[src/rtl/ntrq_pkg.sv]
package ntrq_pkg;

   // field widths
   localparam int TIME_BITS      = 32;
   localparam int ROW_BITS       = 32;
   localparam int RPB_W          = 11;
   localparam int TPR_W          = 11;
   localparam int TRACK_IDX_W    = 4;
   localparam int TRACKS_USED_W  = 5;

   // block constants
   localparam int BEAT_TICKS     = 1920;
   localparam int MAX_TRACKS_DEF = 16;

   // configuration port
   localparam int CSR_IDX_W  = 2;
   localparam int CSR_DATA_W = 32;
   localparam logic [CSR_IDX_W-1:0] CSR_ROWS_PER_BEAT  = 2'd0;
   localparam logic [CSR_IDX_W-1:0] CSR_TICKS_PER_ROW  = 2'd1;
   localparam logic [CSR_IDX_W-1:0] CSR_FIRST_ROW_TICK = 2'd2;

   localparam logic [RPB_W-1:0]     RPB_RESET = 11'd4;
   localparam logic [TPR_W-1:0]     TPR_RESET = 11'd480;
   localparam logic [TIME_BITS-1:0] FRT_RESET = '0;

   // quantizer arithmetic: signed tick offset, product with rows per beat
   localparam int D_W        = TIME_BITS + 2;
   localparam int PROD_W     = D_W + RPB_W + 1;
   localparam int MAG_W      = PROD_W - 1;
   localparam int DIGIT_BITS = 4;
   localparam int DIV_STEPS  = (MAG_W + DIGIT_BITS - 1) / DIGIT_BITS;
   localparam int DIV_W      = DIV_STEPS * DIGIT_BITS;
   localparam int REM_W      = $clog2(BEAT_TICKS + 1) + 1;

   localparam logic [ROW_BITS-1:0] ROW_MAX = '1;

   typedef struct packed {
      logic                 start_new;
      logic [TIME_BITS-1:0] on_tick;
      logic [TIME_BITS-1:0] off_tick;
   } req_payload_type;

   typedef struct packed {
      logic [TRACK_IDX_W-1:0]   track_index;
      logic                     dropped;
      logic [ROW_BITS-1:0]      row_on;
      logic [ROW_BITS-1:0]      row_off;
      logic [TRACKS_USED_W-1:0] tracks_used;
   } rsp_payload_type;

   // controller to datapath
   typedef struct packed {
      logic load;
      logic rd_en;
      logic scan_inc;
      logic place_hit;
      logic place_new;
      logic drop;
      logic out_load;
   } ctrl_cmd_type;

   // datapath to controller
   typedef struct packed {
      logic scan_more;
      logic hit;
      logic room;
      logic quant_done;
      logic out_busy;
   } dp_status_type;

   // clamp a quotient to the row range
   function automatic logic [ROW_BITS-1:0] sat_row(input logic [DIV_W:0] v);
      if (v > (DIV_W + 1)'(ROW_MAX)) begin
         return ROW_MAX;
      end else begin
         return v[ROW_BITS-1:0];
      end
   endfunction

   // nearest rounding: remainder at or above half a beat rounds up
   function automatic logic round_up(input logic [REM_W-1:0] r);
      logic [REM_W:0] twice;
      twice = {r, 1'b0};
      return twice >= (REM_W + 1)'(BEAT_TICKS);
   endfunction

endpackage

[src/rtl/ntrq_ram.sv]
module ntrq_ram #(
   parameter int WIDTH = 32,
   parameter int DEPTH = 16,
   parameter int AW    = (DEPTH > 1) ? $clog2(DEPTH) : 1
) (
   input  logic             clock,
   input  logic             wr_en,
   input  logic [AW-1:0]    wr_addr,
   input  logic [WIDTH-1:0] wr_data,
   input  logic             rd_en,
   input  logic [AW-1:0]    rd_addr,
   output logic [WIDTH-1:0] rd_data
);

   logic [WIDTH-1:0] mem [DEPTH];
   logic [WIDTH-1:0] rd_data_ff;

   // one write port, one registered read port
   always_ff @(posedge clock) begin
      if (wr_en) begin
         mem[wr_addr] <= wr_data;
      end
      if (rd_en) begin
         rd_data_ff <= mem[rd_addr];
      end
   end

   assign rd_data = rd_data_ff;

endmodule

[src/rtl/ntrq_div.sv]
module ntrq_div (
   input  logic                       clock,
   input  logic                       reset,
   input  logic                       start,
   input  logic [ntrq_pkg::DIV_W-1:0] dividend,
   output logic [ntrq_pkg::DIV_W-1:0] quotient,
   output logic [ntrq_pkg::REM_W-1:0] remainder,
   output logic                       done
);
   import ntrq_pkg::*;

   localparam int STEP_CW = (DIV_STEPS > 1) ? $clog2(DIV_STEPS) : 1;
   localparam logic [STEP_CW-1:0] LAST_STEP = STEP_CW'(DIV_STEPS - 1);

   logic               busy_ff, busy_in;
   logic               done_ff, done_in;
   logic [STEP_CW-1:0] cnt_ff, cnt_in;
   logic [DIV_W-1:0]   dvd_ff, dvd_in;
   logic [REM_W-1:0]   rem_ff, rem_in;
   logic [DIV_W-1:0]   dvd_t;
   logic [REM_W-1:0]   rem_t;

   // one digit of restoring division by the beat constant per cycle
   always_comb begin
      dvd_t = dvd_ff;
      rem_t = rem_ff;
      for (int k = 0; k < DIGIT_BITS; k++) begin
         rem_t = {rem_t[REM_W-2:0], dvd_t[DIV_W-1]};
         dvd_t = {dvd_t[DIV_W-2:0], 1'b0};
         if (rem_t >= REM_W'(BEAT_TICKS)) begin
            rem_t    = rem_t - REM_W'(BEAT_TICKS);
            dvd_t[0] = 1'b1;
         end
      end
   end

   // step sequencing
   always_comb begin
      busy_in = busy_ff;
      done_in = done_ff;
      cnt_in  = cnt_ff;
      dvd_in  = dvd_ff;
      rem_in  = rem_ff;
      if (start) begin
         busy_in = 1'b1;
         done_in = 1'b0;
         cnt_in  = '0;
         dvd_in  = dividend;
         rem_in  = '0;
      end else if (busy_ff) begin
         dvd_in = dvd_t;
         rem_in = rem_t;
         cnt_in = cnt_ff + STEP_CW'(1);
         if (cnt_ff == LAST_STEP) begin
            busy_in = 1'b0;
            done_in = 1'b1;
         end
      end
   end

   always_ff @(posedge clock) begin
      if (reset) begin
         busy_ff <= 1'b0;
         done_ff <= 1'b0;
         cnt_ff  <= '0;
      end else begin
         busy_ff <= busy_in;
         done_ff <= done_in;
         cnt_ff  <= cnt_in;
      end
   end

   always_ff @(posedge clock) begin
      dvd_ff <= dvd_in;
      rem_ff <= rem_in;
   end

   assign quotient  = dvd_ff;
   assign remainder = rem_ff;
   assign done      = done_ff;

endmodule

[src/rtl/ntrq_ctrl.sv]
module ntrq_ctrl (
   input  logic                    clock,
   input  logic                    reset,
   input  logic                    req_valid,
   output logic                    req_stall,
   output ntrq_pkg::ctrl_cmd_type  cmd,
   input  ntrq_pkg::dp_status_type status
);
   import ntrq_pkg::*;

   typedef enum logic [3:0] {
      ST_IDLE     = 4'b0001,
      ST_SCAN_RD  = 4'b0010,
      ST_SCAN_CMP = 4'b0100,
      ST_FINISH   = 4'b1000
   } state_type;

   state_type state_ff, state_in;

   // first-fit scan sequencer
   always_comb begin
      cmd      = '0;
      state_in = state_ff;
      case (state_ff)
         ST_IDLE: begin
            if (req_valid) begin
               cmd.load = 1'b1;
               state_in = ST_SCAN_RD;
            end
         end
         ST_SCAN_RD: begin
            if (status.scan_more) begin
               cmd.rd_en = 1'b1;
               state_in  = ST_SCAN_CMP;
            end else if (status.room) begin
               cmd.place_new = 1'b1;
               state_in      = ST_FINISH;
            end else begin
               cmd.drop = 1'b1;
               state_in = ST_FINISH;
            end
         end
         ST_SCAN_CMP: begin
            if (status.hit) begin
               cmd.place_hit = 1'b1;
               state_in      = ST_FINISH;
            end else begin
               cmd.scan_inc = 1'b1;
               state_in     = ST_SCAN_RD;
            end
         end
         ST_FINISH: begin
            if (status.quant_done && !status.out_busy) begin
               cmd.out_load = 1'b1;
               state_in     = ST_IDLE;
            end
         end
         default: begin
            state_in = ST_IDLE;
         end
      endcase
   end

   always_ff @(posedge clock) begin
      if (reset) begin
         state_ff <= ST_IDLE;
      end else begin
         state_ff <= state_in;
      end
   end

   assign req_stall = (state_ff != ST_IDLE);

endmodule

[src/rtl/ntrq_dp.sv]
module ntrq_dp #(
   parameter int MAX_TRACKS = ntrq_pkg::MAX_TRACKS_DEF
) (
   input  logic                            clock,
   input  logic                            reset,
   input  ntrq_pkg::ctrl_cmd_type          cmd,
   output ntrq_pkg::dp_status_type         status,
   input  ntrq_pkg::req_payload_type       req_payload,
   output logic                            rsp_valid,
   input  logic                            rsp_stall,
   output ntrq_pkg::rsp_payload_type       rsp_payload,
   input  logic                            csr_write,
   input  logic [ntrq_pkg::CSR_IDX_W-1:0]  csr_index,
   input  logic [ntrq_pkg::CSR_DATA_W-1:0] csr_data
);
   import ntrq_pkg::*;

   localparam int IDX_W = (MAX_TRACKS > 1) ? $clog2(MAX_TRACKS) : 1;
   localparam int CNT_W = $clog2(MAX_TRACKS + 1);

   function automatic logic [DIV_W-1:0] pos_part(input logic signed [PROD_W-1:0] p);
      if (p[PROD_W-1]) begin
         return '0;
      end else begin
         return DIV_W'(p[MAG_W-1:0]);
      end
   endfunction

   logic [RPB_W-1:0]         rpb_ff, rpb_in;
   logic [TPR_W-1:0]         tpr_ff, tpr_in;
   logic [TIME_BITS-1:0]     frt_ff, frt_in;
   logic [TIME_BITS-1:0]     on_ff, on_in;
   logic [TIME_BITS-1:0]     off_ff, off_in;
   logic [CNT_W-1:0]         open_ff, open_in;
   logic [CNT_W-1:0]         scan_ff, scan_in;
   logic [IDX_W-1:0]         track_ff, track_in;
   logic                     drop_ff, drop_in;
   logic signed [D_W-1:0]    d_on_ff, d_on_in;
   logic signed [D_W-1:0]    d_off_ff, d_off_in;
   logic signed [D_W-1:0]    d_late_ff, d_late_in;
   logic                     mul_ff, mul_in;
   logic                     go_ff, go_in;
   logic signed [PROD_W-1:0] p_on_ff, p_on_in;
   logic signed [PROD_W-1:0] p_off_ff, p_off_in;
   logic signed [PROD_W-1:0] p_late_ff, p_late_in;
   logic                     rsp_valid_ff, rsp_valid_in;
   rsp_payload_type          rsp_ff, rsp_in;

   logic                     wr_en;
   logic [IDX_W-1:0]         wr_addr;
   logic [TIME_BITS-1:0]     rd_data;
   logic [DIV_W-1:0]         q_on, q_off, q_late;
   logic [REM_W-1:0]         r_on, r_off, r_late;
   logic [2:0]               div_done;
   logic [ROW_BITS-1:0]      near_on, near_off, early_on, late_off;
   logic [ROW_BITS-1:0]      row_on, row_off;

   // track end store
   assign wr_en   = cmd.place_hit | cmd.place_new;
   assign wr_addr = cmd.place_hit ? scan_ff[IDX_W-1:0] : open_ff[IDX_W-1:0];

   ntrq_ram #(
      .WIDTH (TIME_BITS),
      .DEPTH (MAX_TRACKS)
   ) u_ram (
      .clock   (clock),
      .wr_en   (wr_en),
      .wr_addr (wr_addr),
      .wr_data (off_ff),
      .rd_en   (cmd.rd_en),
      .rd_addr (scan_ff[IDX_W-1:0]),
      .rd_data (rd_data)
   );

   // configuration registers
   always_comb begin
      rpb_in = rpb_ff;
      tpr_in = tpr_ff;
      frt_in = frt_ff;
      if (csr_write) begin
         case (csr_index)
            CSR_ROWS_PER_BEAT:  rpb_in = csr_data[RPB_W-1:0];
            CSR_TICKS_PER_ROW:  tpr_in = csr_data[TPR_W-1:0];
            CSR_FIRST_ROW_TICK: frt_in = csr_data[TIME_BITS-1:0];
            default: begin
            end
         endcase
      end
   end

   // note capture and track placement
   always_comb begin
      on_in    = on_ff;
      off_in   = off_ff;
      open_in  = open_ff;
      scan_in  = scan_ff;
      track_in = track_ff;
      drop_in  = drop_ff;
      if (cmd.load) begin
         on_in   = req_payload.on_tick;
         off_in  = req_payload.off_tick;
         scan_in = '0;
         if (req_payload.start_new) begin
            open_in = '0;
         end
      end
      if (cmd.scan_inc) begin
         scan_in = scan_ff + CNT_W'(1);
      end
      if (cmd.place_hit) begin
         track_in = scan_ff[IDX_W-1:0];
         drop_in  = 1'b0;
      end
      if (cmd.place_new) begin
         track_in = open_ff[IDX_W-1:0];
         drop_in  = 1'b0;
         open_in  = open_ff + CNT_W'(1);
      end
      if (cmd.drop) begin
         track_in = '0;
         drop_in  = 1'b1;
      end
   end

   // offsets from row zero, then products with rows per beat
   always_comb begin
      d_on_in   = d_on_ff;
      d_off_in  = d_off_ff;
      d_late_in = d_late_ff;
      p_on_in   = p_on_ff;
      p_off_in  = p_off_ff;
      p_late_in = p_late_ff;
      if (cmd.load) begin
         d_on_in   = D_W'(req_payload.on_tick) - D_W'(frt_ff);
         d_off_in  = D_W'(req_payload.off_tick) - D_W'(frt_ff);
         d_late_in = D_W'(req_payload.off_tick) - D_W'(frt_ff) + D_W'(tpr_ff) - D_W'(1);
      end
      if (mul_ff) begin
         p_on_in   = PROD_W'(d_on_ff) * PROD_W'($signed({1'b0, rpb_ff}));
         p_off_in  = PROD_W'(d_off_ff) * PROD_W'($signed({1'b0, rpb_ff}));
         p_late_in = PROD_W'(d_late_ff) * PROD_W'($signed({1'b0, rpb_ff}));
      end
      mul_in = cmd.load;
      go_in  = mul_ff;
   end

   // division by ticks per beat, negative products give row zero
   ntrq_div u_div_on (
      .clock     (clock),
      .reset     (reset),
      .start     (go_ff),
      .dividend  (pos_part(p_on_ff)),
      .quotient  (q_on),
      .remainder (r_on),
      .done      (div_done[0])
   );

   ntrq_div u_div_off (
      .clock     (clock),
      .reset     (reset),
      .start     (go_ff),
      .dividend  (pos_part(p_off_ff)),
      .quotient  (q_off),
      .remainder (r_off),
      .done      (div_done[1])
   );

   ntrq_div u_div_late (
      .clock     (clock),
      .reset     (reset),
      .start     (go_ff),
      .dividend  (pos_part(p_late_ff)),
      .quotient  (q_late),
      .remainder (r_late),
      .done      (div_done[2])
   );

   // row candidates and the three-case rule against same-row notes
   always_comb begin
      early_on = sat_row({1'b0, q_on});
      near_on  = sat_row({1'b0, q_on} + (DIV_W + 1)'(round_up(r_on)));
      near_off = sat_row({1'b0, q_off} + (DIV_W + 1)'(round_up(r_off)));
      late_off = sat_row({1'b0, q_late});
      if (near_on == near_off && near_on != late_off) begin
         row_on  = near_on;
         row_off = late_off;
      end else if (near_on == near_off && early_on != near_off) begin
         row_on  = early_on;
         row_off = near_off;
      end else begin
         row_on  = near_on;
         row_off = near_off;
      end
   end

   // output register
   always_comb begin
      rsp_in       = rsp_ff;
      rsp_valid_in = rsp_valid_ff;
      if (cmd.out_load) begin
         rsp_in.track_index = TRACK_IDX_W'(track_ff);
         rsp_in.dropped     = drop_ff;
         rsp_in.row_on      = row_on;
         rsp_in.row_off     = row_off;
         rsp_in.tracks_used = TRACKS_USED_W'(open_ff);
         rsp_valid_in       = 1'b1;
      end else if (!rsp_stall) begin
         rsp_valid_in = 1'b0;
      end
   end

   always_ff @(posedge clock) begin
      if (reset) begin
         rpb_ff       <= RPB_RESET;
         tpr_ff       <= TPR_RESET;
         frt_ff       <= FRT_RESET;
         open_ff      <= '0;
         scan_ff      <= '0;
         mul_ff       <= 1'b0;
         go_ff        <= 1'b0;
         rsp_valid_ff <= 1'b0;
      end else begin
         rpb_ff       <= rpb_in;
         tpr_ff       <= tpr_in;
         frt_ff       <= frt_in;
         open_ff      <= open_in;
         scan_ff      <= scan_in;
         mul_ff       <= mul_in;
         go_ff        <= go_in;
         rsp_valid_ff <= rsp_valid_in;
      end
   end

   always_ff @(posedge clock) begin
      on_ff     <= on_in;
      off_ff    <= off_in;
      track_ff  <= track_in;
      drop_ff   <= drop_in;
      d_on_ff   <= d_on_in;
      d_off_ff  <= d_off_in;
      d_late_ff <= d_late_in;
      p_on_ff   <= p_on_in;
      p_off_ff  <= p_off_in;
      p_late_ff <= p_late_in;
      rsp_ff    <= rsp_in;
   end

   // status to the controller
   assign status.scan_more  = (scan_ff < open_ff);
   assign status.hit        = (rd_data <= on_ff);
   assign status.room       = (open_ff < CNT_W'(MAX_TRACKS));
   assign status.quant_done = !mul_ff && !go_ff && (&div_done);
   assign status.out_busy   = rsp_valid_ff && rsp_stall;

   assign rsp_valid   = rsp_valid_ff;
   assign rsp_payload = rsp_ff;

endmodule

[src/rtl/note_track_first_fit_row_quantizer_top.sv]
// the first-fit scan spends one ram read and one compare per open track
// rows come from three dividers by ticks per beat, four quotient bits a cycle
// one note at a time, a waiting result does not block accept
// synchronous active-high reset clears handshake state, open track count and config registers;
// the track end store is not cleared, entries are written as tracks open
module note_track_first_fit_row_quantizer_top #(
   parameter int MAX_TRACKS = ntrq_pkg::MAX_TRACKS_DEF
) (
   input  logic                            clock,
   input  logic                            reset,
   input  logic                            req_valid,
   output logic                            req_stall,
   input  ntrq_pkg::req_payload_type       req_payload,
   output logic                            rsp_valid,
   input  logic                            rsp_stall,
   output ntrq_pkg::rsp_payload_type       rsp_payload,
   input  logic                            csr_valid,
   output logic                            csr_ready,
   input  logic [ntrq_pkg::CSR_IDX_W-1:0]  csr_index,
   input  logic [ntrq_pkg::CSR_DATA_W-1:0] csr_data
);
   import ntrq_pkg::*;

   ctrl_cmd_type  cmd;
   dp_status_type status;

   // register writes are always taken
   assign csr_ready = 1'b1;

   ntrq_ctrl u_ctrl (
      .clock     (clock),
      .reset     (reset),
      .req_valid (req_valid),
      .req_stall (req_stall),
      .cmd       (cmd),
      .status    (status)
   );

   ntrq_dp #(
      .MAX_TRACKS (MAX_TRACKS)
   ) u_dp (
      .clock       (clock),
      .reset       (reset),
      .cmd         (cmd),
      .status      (status),
      .req_payload (req_payload),
      .rsp_valid   (rsp_valid),
      .rsp_stall   (rsp_stall),
      .rsp_payload (rsp_payload),
      .csr_write   (csr_valid & csr_ready),
      .csr_index   (csr_index),
      .csr_data    (csr_data)
   );

endmodule

[config.mk]
export PLATFORM = sky130hd
export DESIGN_NAME = note_track_first_fit_row_quantizer_top
export DESIGN_NICKNAME = d
export VERILOG_FILES = /design/src/rtl/ntrq_pkg.sv /design/src/rtl/ntrq_ram.sv /design/src/rtl/ntrq_div.sv /design/src/rtl/ntrq_ctrl.sv /design/src/rtl/ntrq_dp.sv /design/src/rtl/note_track_first_fit_row_quantizer_top.sv
export SDC_FILE = /design/constraint.sdc
export NUM_CORES = 2
export LEC_CHECK = 0
export BUFFER_PORTS_ARGS = -buffer_cell sky130_fd_sc_hd__buf_2
export CELL_PAD_IN_SITES_DETAIL_PLACEMENT = 0
export CELL_PAD_IN_SITES_GLOBAL_PLACEMENT = 1
export CORE_ASPECT_RATIO = 0.5
export CORE_MARGIN = 2
export CORE_UTILIZATION = 30
export DETAILED_ROUTE_END_ITERATION = 8
export GPL_TIMING_DRIVEN = 1
export PLACE_DENSITY_LB_ADDON = 0.1
export SLEW_MARGIN = 10
export SYNTH_ARGS = -nofsm -noshare
export SYNTH_HDL_FRONTEND = slang
export SYNTH_SLANG_ARGS = --single-unit
export TNS_END_PERCENT = 100
[constraint.sdc]
create_clock -name clock -period 7.4 [get_ports clock]
set_input_delay 1.48 -clock clock [delete_from_list [all_inputs] [get_ports clock]]
set_output_delay 1.48 -clock clock [all_outputs]
set_load 0.01 [all_outputs]
### Word level (Yosys, flattened, before mapping)

Memory sizes are Yosys's and may differ from the RTL's. A register that Yosys moved wholly into a read port is not among the register bits.
Cells that the tools add are included.

* memories kept: 1
* input bits: 104
* logic and storage cells: 212
* bits in registers: 649
* output and inout bits: 77
* memory bits (writable): 512

Memories
* u_dp.u_ram.mem: depth 16, bits a word 32, read ports 1, clocked after memory_dff 1, write ports 1, RTL line ntrq_ram.sv:15 `logic [WIDTH-1:0] mem [DEPTH];`

* multiplexer cells: 81
* $mul: 3
* eq/ne operators: 16
* reduce and logical (&&, ||, !) cells: 27
* add/sub/neg operators: 23
* order comparisons: 21
* bitwise logic cells: 1

Operators by type and width (count)
* $mux 48: 6
* $mux 32: 7
* $ge 12x11->1 const B: 12
* $mux 45: 3
* $mux 11: 10
* $sub 11x11->11 const B: 10
* $add 48x1->49: 2
* $gt 49x32->1 const B: 2
* $gt 48x32->1 const B: 2
* $mul 33x12->45: 2
* $sub 32x32->33: 2
* $ne 32x32->1: 2
* $mul 34x12->46: 1
* $mux 1: 37
* $add 34x11->34: 1
* $sub 34x1->34 const B: 1
* $eq 32x32->1: 1
* $le 32x32->1: 1
* $mux 4: 7
* $ge 13x11->1 const B: 2
* $mux 5: 5
* $mux 12: 2
* $sub 12x11->12 const B: 2
* $eq 4x4->1 const B: 4
* 22 further kinds: 48

### Depth between registers and ports, before layout

* depth after elaboration: 10
* depth in mapped cells: 29
* depth with buffers taken out: 29

### Hierarchy

From an unflattened synthesis, not the netlist that was laid out.

* cell total of the unflattened synthesis: 8616
* area total of the unflattened synthesis: 94002.7 sq um

Modules (own cells, without submodules)
* ntrq_dp: area an instance 63459.6 sq um, cells each 6935, times used 1, seq. area each 12672.2 sq um
* ntrq_ram: area an instance 20155.6 sq um, cells each 838, times used 1, seq. area each 16335.7 sq um
* ntrq_div: area an instance 3373.2 sq um, cells each 270, times used 3, seq. area each 1801.7 sq um
* ntrq_ctrl: area an instance 256.5 sq um, cells each 31, times used 1, seq. area each 80.1 sq um
* note_track_first_fit_row_quantizer_top: area an instance 11.3 sq um, cells each 2, times used 1, seq. area each 0.0 sq um

### Worst setup path before layout

Ideal clock, no wire load.

* path kind: flip-flop to flip-flop
* start: reg u_dp.rpb_ff[8]
* end: reg u_dp.p_late_ff[44] (data pin)
* path buffers: 2
* data required time: 7135 ps
* data arrival time: 6525 ps
* path slack: 609 ps
* library setup time: 265 ps
* cell stages (with the launch flop): 27
* clock period less this slack: 6791 ps
* path through: dfxtp_1 -> clkbuf_1 -> clkbuf_1 -> nand2_1 -> fa_1 -> fa_1 -> inv_1 -> fa_1 -> inv_1 -> fa_1 -> fa_1 -> inv_1 -> ha_1 -> and3_1 -> o31ai_1 -> nor2b_1 -> a31oi_1 -> a41o_1 -> a31oi_1 -> a211oi_1 -> o31a_1 -> a211oi_1 -> o21a_1 -> nor2_1 -> o21ai_0 -> o21ai_0 -> xor2_1

* word-level cells in the longest chain between the ends: 1

Ends and longest elaborated chain
* start: declaration: RTL line ntrq_dp.sv:29 `logic [RPB_W-1:0] rpb_ff, rpb_in;`
* start signal: assignment: RTL line ntrq_dp.sv:223 `rpb_ff <= rpb_in;`
* $mul 34x12->46: RTL line ntrq_dp.sv:141 `p_late_in = PROD_W'(d_late_ff) * PROD_W'($signed({1'b0, rpb_ff}));`
* end signal: assignment: RTL line ntrq_dp.sv:244 `p_late_ff <= p_late_in;`
* end: declaration: RTL line ntrq_dp.sv:45 `logic signed [PROD_W-1:0] p_late_ff, p_late_in;`

No other way between the ends.
A chain may end at the register's enable or synchronous reset.

### Worst setup path in the final report

* start: reg u_dp.rpb_ff[4]
* end: reg u_dp.p_on_ff[43] (data pin)

* word-level cells in the longest chain between the ends: 1

Ends and longest elaborated chain
* $mul 33x12->45: RTL line ntrq_dp.sv:139 `p_on_in = PROD_W'(d_on_ff) * PROD_W'($signed({1'b0, rpb_ff}));`
* end signal: assignment: RTL line ntrq_dp.sv:242 `p_on_ff <= p_on_in;`
* end: declaration: RTL line ntrq_dp.sv:43 `logic signed [PROD_W-1:0] p_on_ff, p_on_in;`

No other way between the ends.

==> metrics.md <==
| Metric | Value |
|---|---|
| Yosys Warn Count | `0` |
| Initial antenna violation count | `22` |
| CP Max Fanout | `14` |
| Multi-input gate area | `51100 um2` |
| Commonest cells post-synth | `1251 x inv_1, 1062 x edfxtp_1, 1023 x nand2_1` |
| Util after Layout | `0.340` |
| Clk_lat worst skew | `a little over 0.8 ns` |
| Share of cells above drive strength 1 | `0.115` |
| Post-DR vias/cell | `4.83` |
| Required time of the critical path | `7.92 ns` |
| Final HPWL DP | `between 200000 and 250000 um` |
| Post-synth EDFFs | `1062` |
| GP Congestion | `0.881` |
| Status | `finished clean` |
| Syn Area/Cell | `11.0 um2` |
| Max rail drop VDD | `around 0.22 mV` |
| FP Rows | `143` |
| Pleak | `approximately 41 nW` |
| Largest net degree at the start of global routing | `106` |
| CTS sink cnt | `1191` |
| Synth cell types | `86` |
| Filler cell count | `about 31000` |
| Relative slew slack | `0.241` |
| Post-Layout Cell Count | `roughly 13000` |
| First-pass GRT wire length | `450000 um` |
| GR Overflow Total | `0` |
| Gr usage total | `0.197` |
| Max_cap viols | `0` |
| Setup crit start kind | `flip-flop` |
| Worst-Margin Slew | `around 1.1 ns` |
| Deepest clock path buffer count | `3` |
| Crit Path Category | `reg2reg` |
| IO Port Bufs | `179` |
| I/O Pins | `181` |
| Most used cell, CP | `fa_1` |
| Die X | `786 um` |
| Delay of the slowest critical-path stage | `a little under 0.6 ns` |
| Post-synth ARST share | `0` |
| Starting density of the core | `0.302` |
| CTS Buf Count | `119` |
| TritonRoute pass-1 iters | `7` |
| Pwr per Cell Area | `around 240 nW/um2` |
| Final WL | `306000 um` |
| Crit path max-delay family | `adder cells` |
| Seq cells post-synth | `1191` |
| Synthesized area | `91700 um2` |
| Vias post-DR | `between 60000 and 70000` |
| RSZ-0062 raised after global routing | `false` |
| Setup Skew | `0.0793 ns` |
| Die Height | `395 um` |
| Crit path DAT | `between 7 and 8 ns` |
| Slowest-stage cell, CP | `dfxtp_4` |
| Routed length per instance | `between 20 and 25 um` |
| Area grow syn2layout | `12.8%` |
| Core area | `304000 um2` |
| Vias in the first global route | `64700` |
| Final Critical Period | `7.08 ns` |
| Register area share after synthesis | `0.376` |
| Count leader, synth | `inv_1` |
| Routed Antenna Nets | `0` |
| Initial DRC Count | `4672` |
| FMAX | `roughly 140 MHz` |
| Post-synth top area cell | `edfxtp_1` |
| Synth top area cells | `edfxtp_1 35%, fa_1 21%, ha_1 6.2%` |
| Root buf cell | `clkbuf_16` |
| Crit end category | `flip-flop` |
| Hold_buf cts | `0` |
| Die area | `between 300000 and 400000 um2` |
| Clock transition at path regs | `0.07 ns` |
| DR DRC count | `0` |
| HP Class | `reg2reg` |
| Top cell type's share of synthesized area | `0.348` |
| CTS tree | `built` |
| Slew Viols, Final | `0` |
| Synth Instances | `~8400` |
| TNS Setup | `0 ns` |
| Main synth FF type | `edfxtp_1` |
| Storage cell area | `34500 um2` |
| Cell-by-cell trace of the critical path | `buf_8, nand2_1, fa_1, fa_1, inv_1, fa_1, fa_1, inv_1, fa_1, inv_1, ha_1, o21a_1, nor2_2, a211oi_1, o21a_1, o21ai_0, a31oi_1, a211o_1, a31oi_1, buf_4, o21ai_0, a221oi_1, xnor2_1, buf_4` |
| H-Tree Depth | `3` |
| Final worst-path cycle share | `0.956` |
| Placed Instances | `12500` |
| Crit path buffers/inverters | `6` |
| Final hold violations | `0` |
| Fin nets | `10100` |
| Setup violators final | `0` |
| Synthesized Nets | `9878` |
what timing repair did:
item	CTS	global route
pin swaps	0	1
resized for setup	1	15
setup buffers	4	38
setup endpoints to repair	3	18
power by group:
group | internal [mW] | switching [mW] | leakage (nW)
combinational | 3.40 | 5.68 | 28.3
clock | 3.54 | 3.00 | 1.98
sequential | 8.39 | 1.11 | 10.9
area by class of cell:
cell class / count / area share
sequential: 1191 / 0.334
timing repair buffer: 531 / 0.0370
clock buffer: 138 / 0.0300
antenna: 5 / 0.000121
clock inverter: 87 / 0.00987
multi-input combinational: 5503 / 0.494
inverter: 1251 / 0.0455
tap: 4060 / 0.0491
state kept, by name, summed over array words and instances, names as in the netlist, 11 cells and up:
signal,count
u_dp.u_div_off.quotient,48
u_dp.rsp_payload,74
u_dp.u_div_on.quotient,48
u_dp.tpr_ff,11
u_dp.u_div_off.remainder,12
u_dp.d_off_ff,33
u_dp.off_ff,32
u_dp.u_div_on.remainder,12
u_dp.d_late_ff,34
u_dp.rpb_ff,11
u_dp.d_on_ff,33
u_dp.p_late_ff,46
u_dp.frt_ff,32
u_dp.u_div_late.quotient,48
u_dp.u_div_late.remainder,11
u_dp.p_off_ff,45
u_dp.p_on_ff,45
u_dp.on_ff,32
u_dp.u_ram.mem,512
u_dp.u_ram.rd_data,32
logic make-up after synthesis:
logic type | synth area share
DFF | 0.376
other | 0.0000409
buffers and inverters | 0.0693
xor gates and xnor gates | 0.0318
and+or+nand+nor | 0.127
AOI/OAI and AO/OA | 0.0793
adders and majority gates | 0.270
muxes | 0.0469
through the flow:
step / hold WS, ns / area (um2) / total power, mW / setup WS, ns
3_3_place_gp: 0.417 / 98800 / 18.8 / 0.0468
3_5_place_dp: 0.429 / 98800 / 18.7 / 0.0177
4_1_cts: 0.451 / 103000 / 25.4 / 0.0240
2_1_floorplan: 0.408 / 91700 / 14.7 / 0.609
5_1_grt: 0.468 / 103000 / 26.9 / 0.00406
6_report: 0.446 / 103000 / 25.1 / 0.323
worst paths after layout:
kind | startpoint | slack, ns | end | cells past startpoint
worst max-delay path | u_dp.rpb_ff[4]$_SDFFE_PP0P_ | 0.32 | u_dp.p_on_ff[43]$_DFFE_PP_ | 24
worst min-delay path | u_dp.track_ff[2]$_SDFFE_PP0P_ | 0.45 | u_dp.rsp_payload[72]$_DFFE_PP_ | 0
worst max register to register | u_dp.rpb_ff[4]$_SDFFE_PP0P_ | 0.32 | u_dp.p_on_ff[43]$_DFFE_PP_ | 24
worst min register to register | u_dp.track_ff[2]$_SDFFE_PP0P_ | 0.45 | u_dp.rsp_payload[72]$_DFFE_PP_ | 0
cell usage in the layout (no fill, tap or decap), types with 181 or more instances in the layout:
| master | instances |
|---|---|
| edfxtp_1 | 1062 |
| fa_1 | 954 |
| and2_1 | 402 |
| nand2_1 | 1021 |
| buf_4 | 327 |
| a21oi_1 | 336 |
| nor2_1 | 352 |
| o21ai_0 | 181 |
| xnor2_1 | 229 |
| ha_1 | 454 |
| inv_1 | 1249 |
per-layer routing:
metal | part of all wire | track usage | wire length, um | vias to the layer above
met2 | 0.45 | 0.311 | 136000 | 1069
met5 | 0 | 0 | 0 | -
met1 | 0.49 | 0.290 | 151000 | 31800
li1 | - | - | - | 28500
met4 | 0.022 | 0.0376 | 6630 | 0
met3 | 0.041 | 0.0256 | 12400 | 267
(Power assumes the default switching activity.)
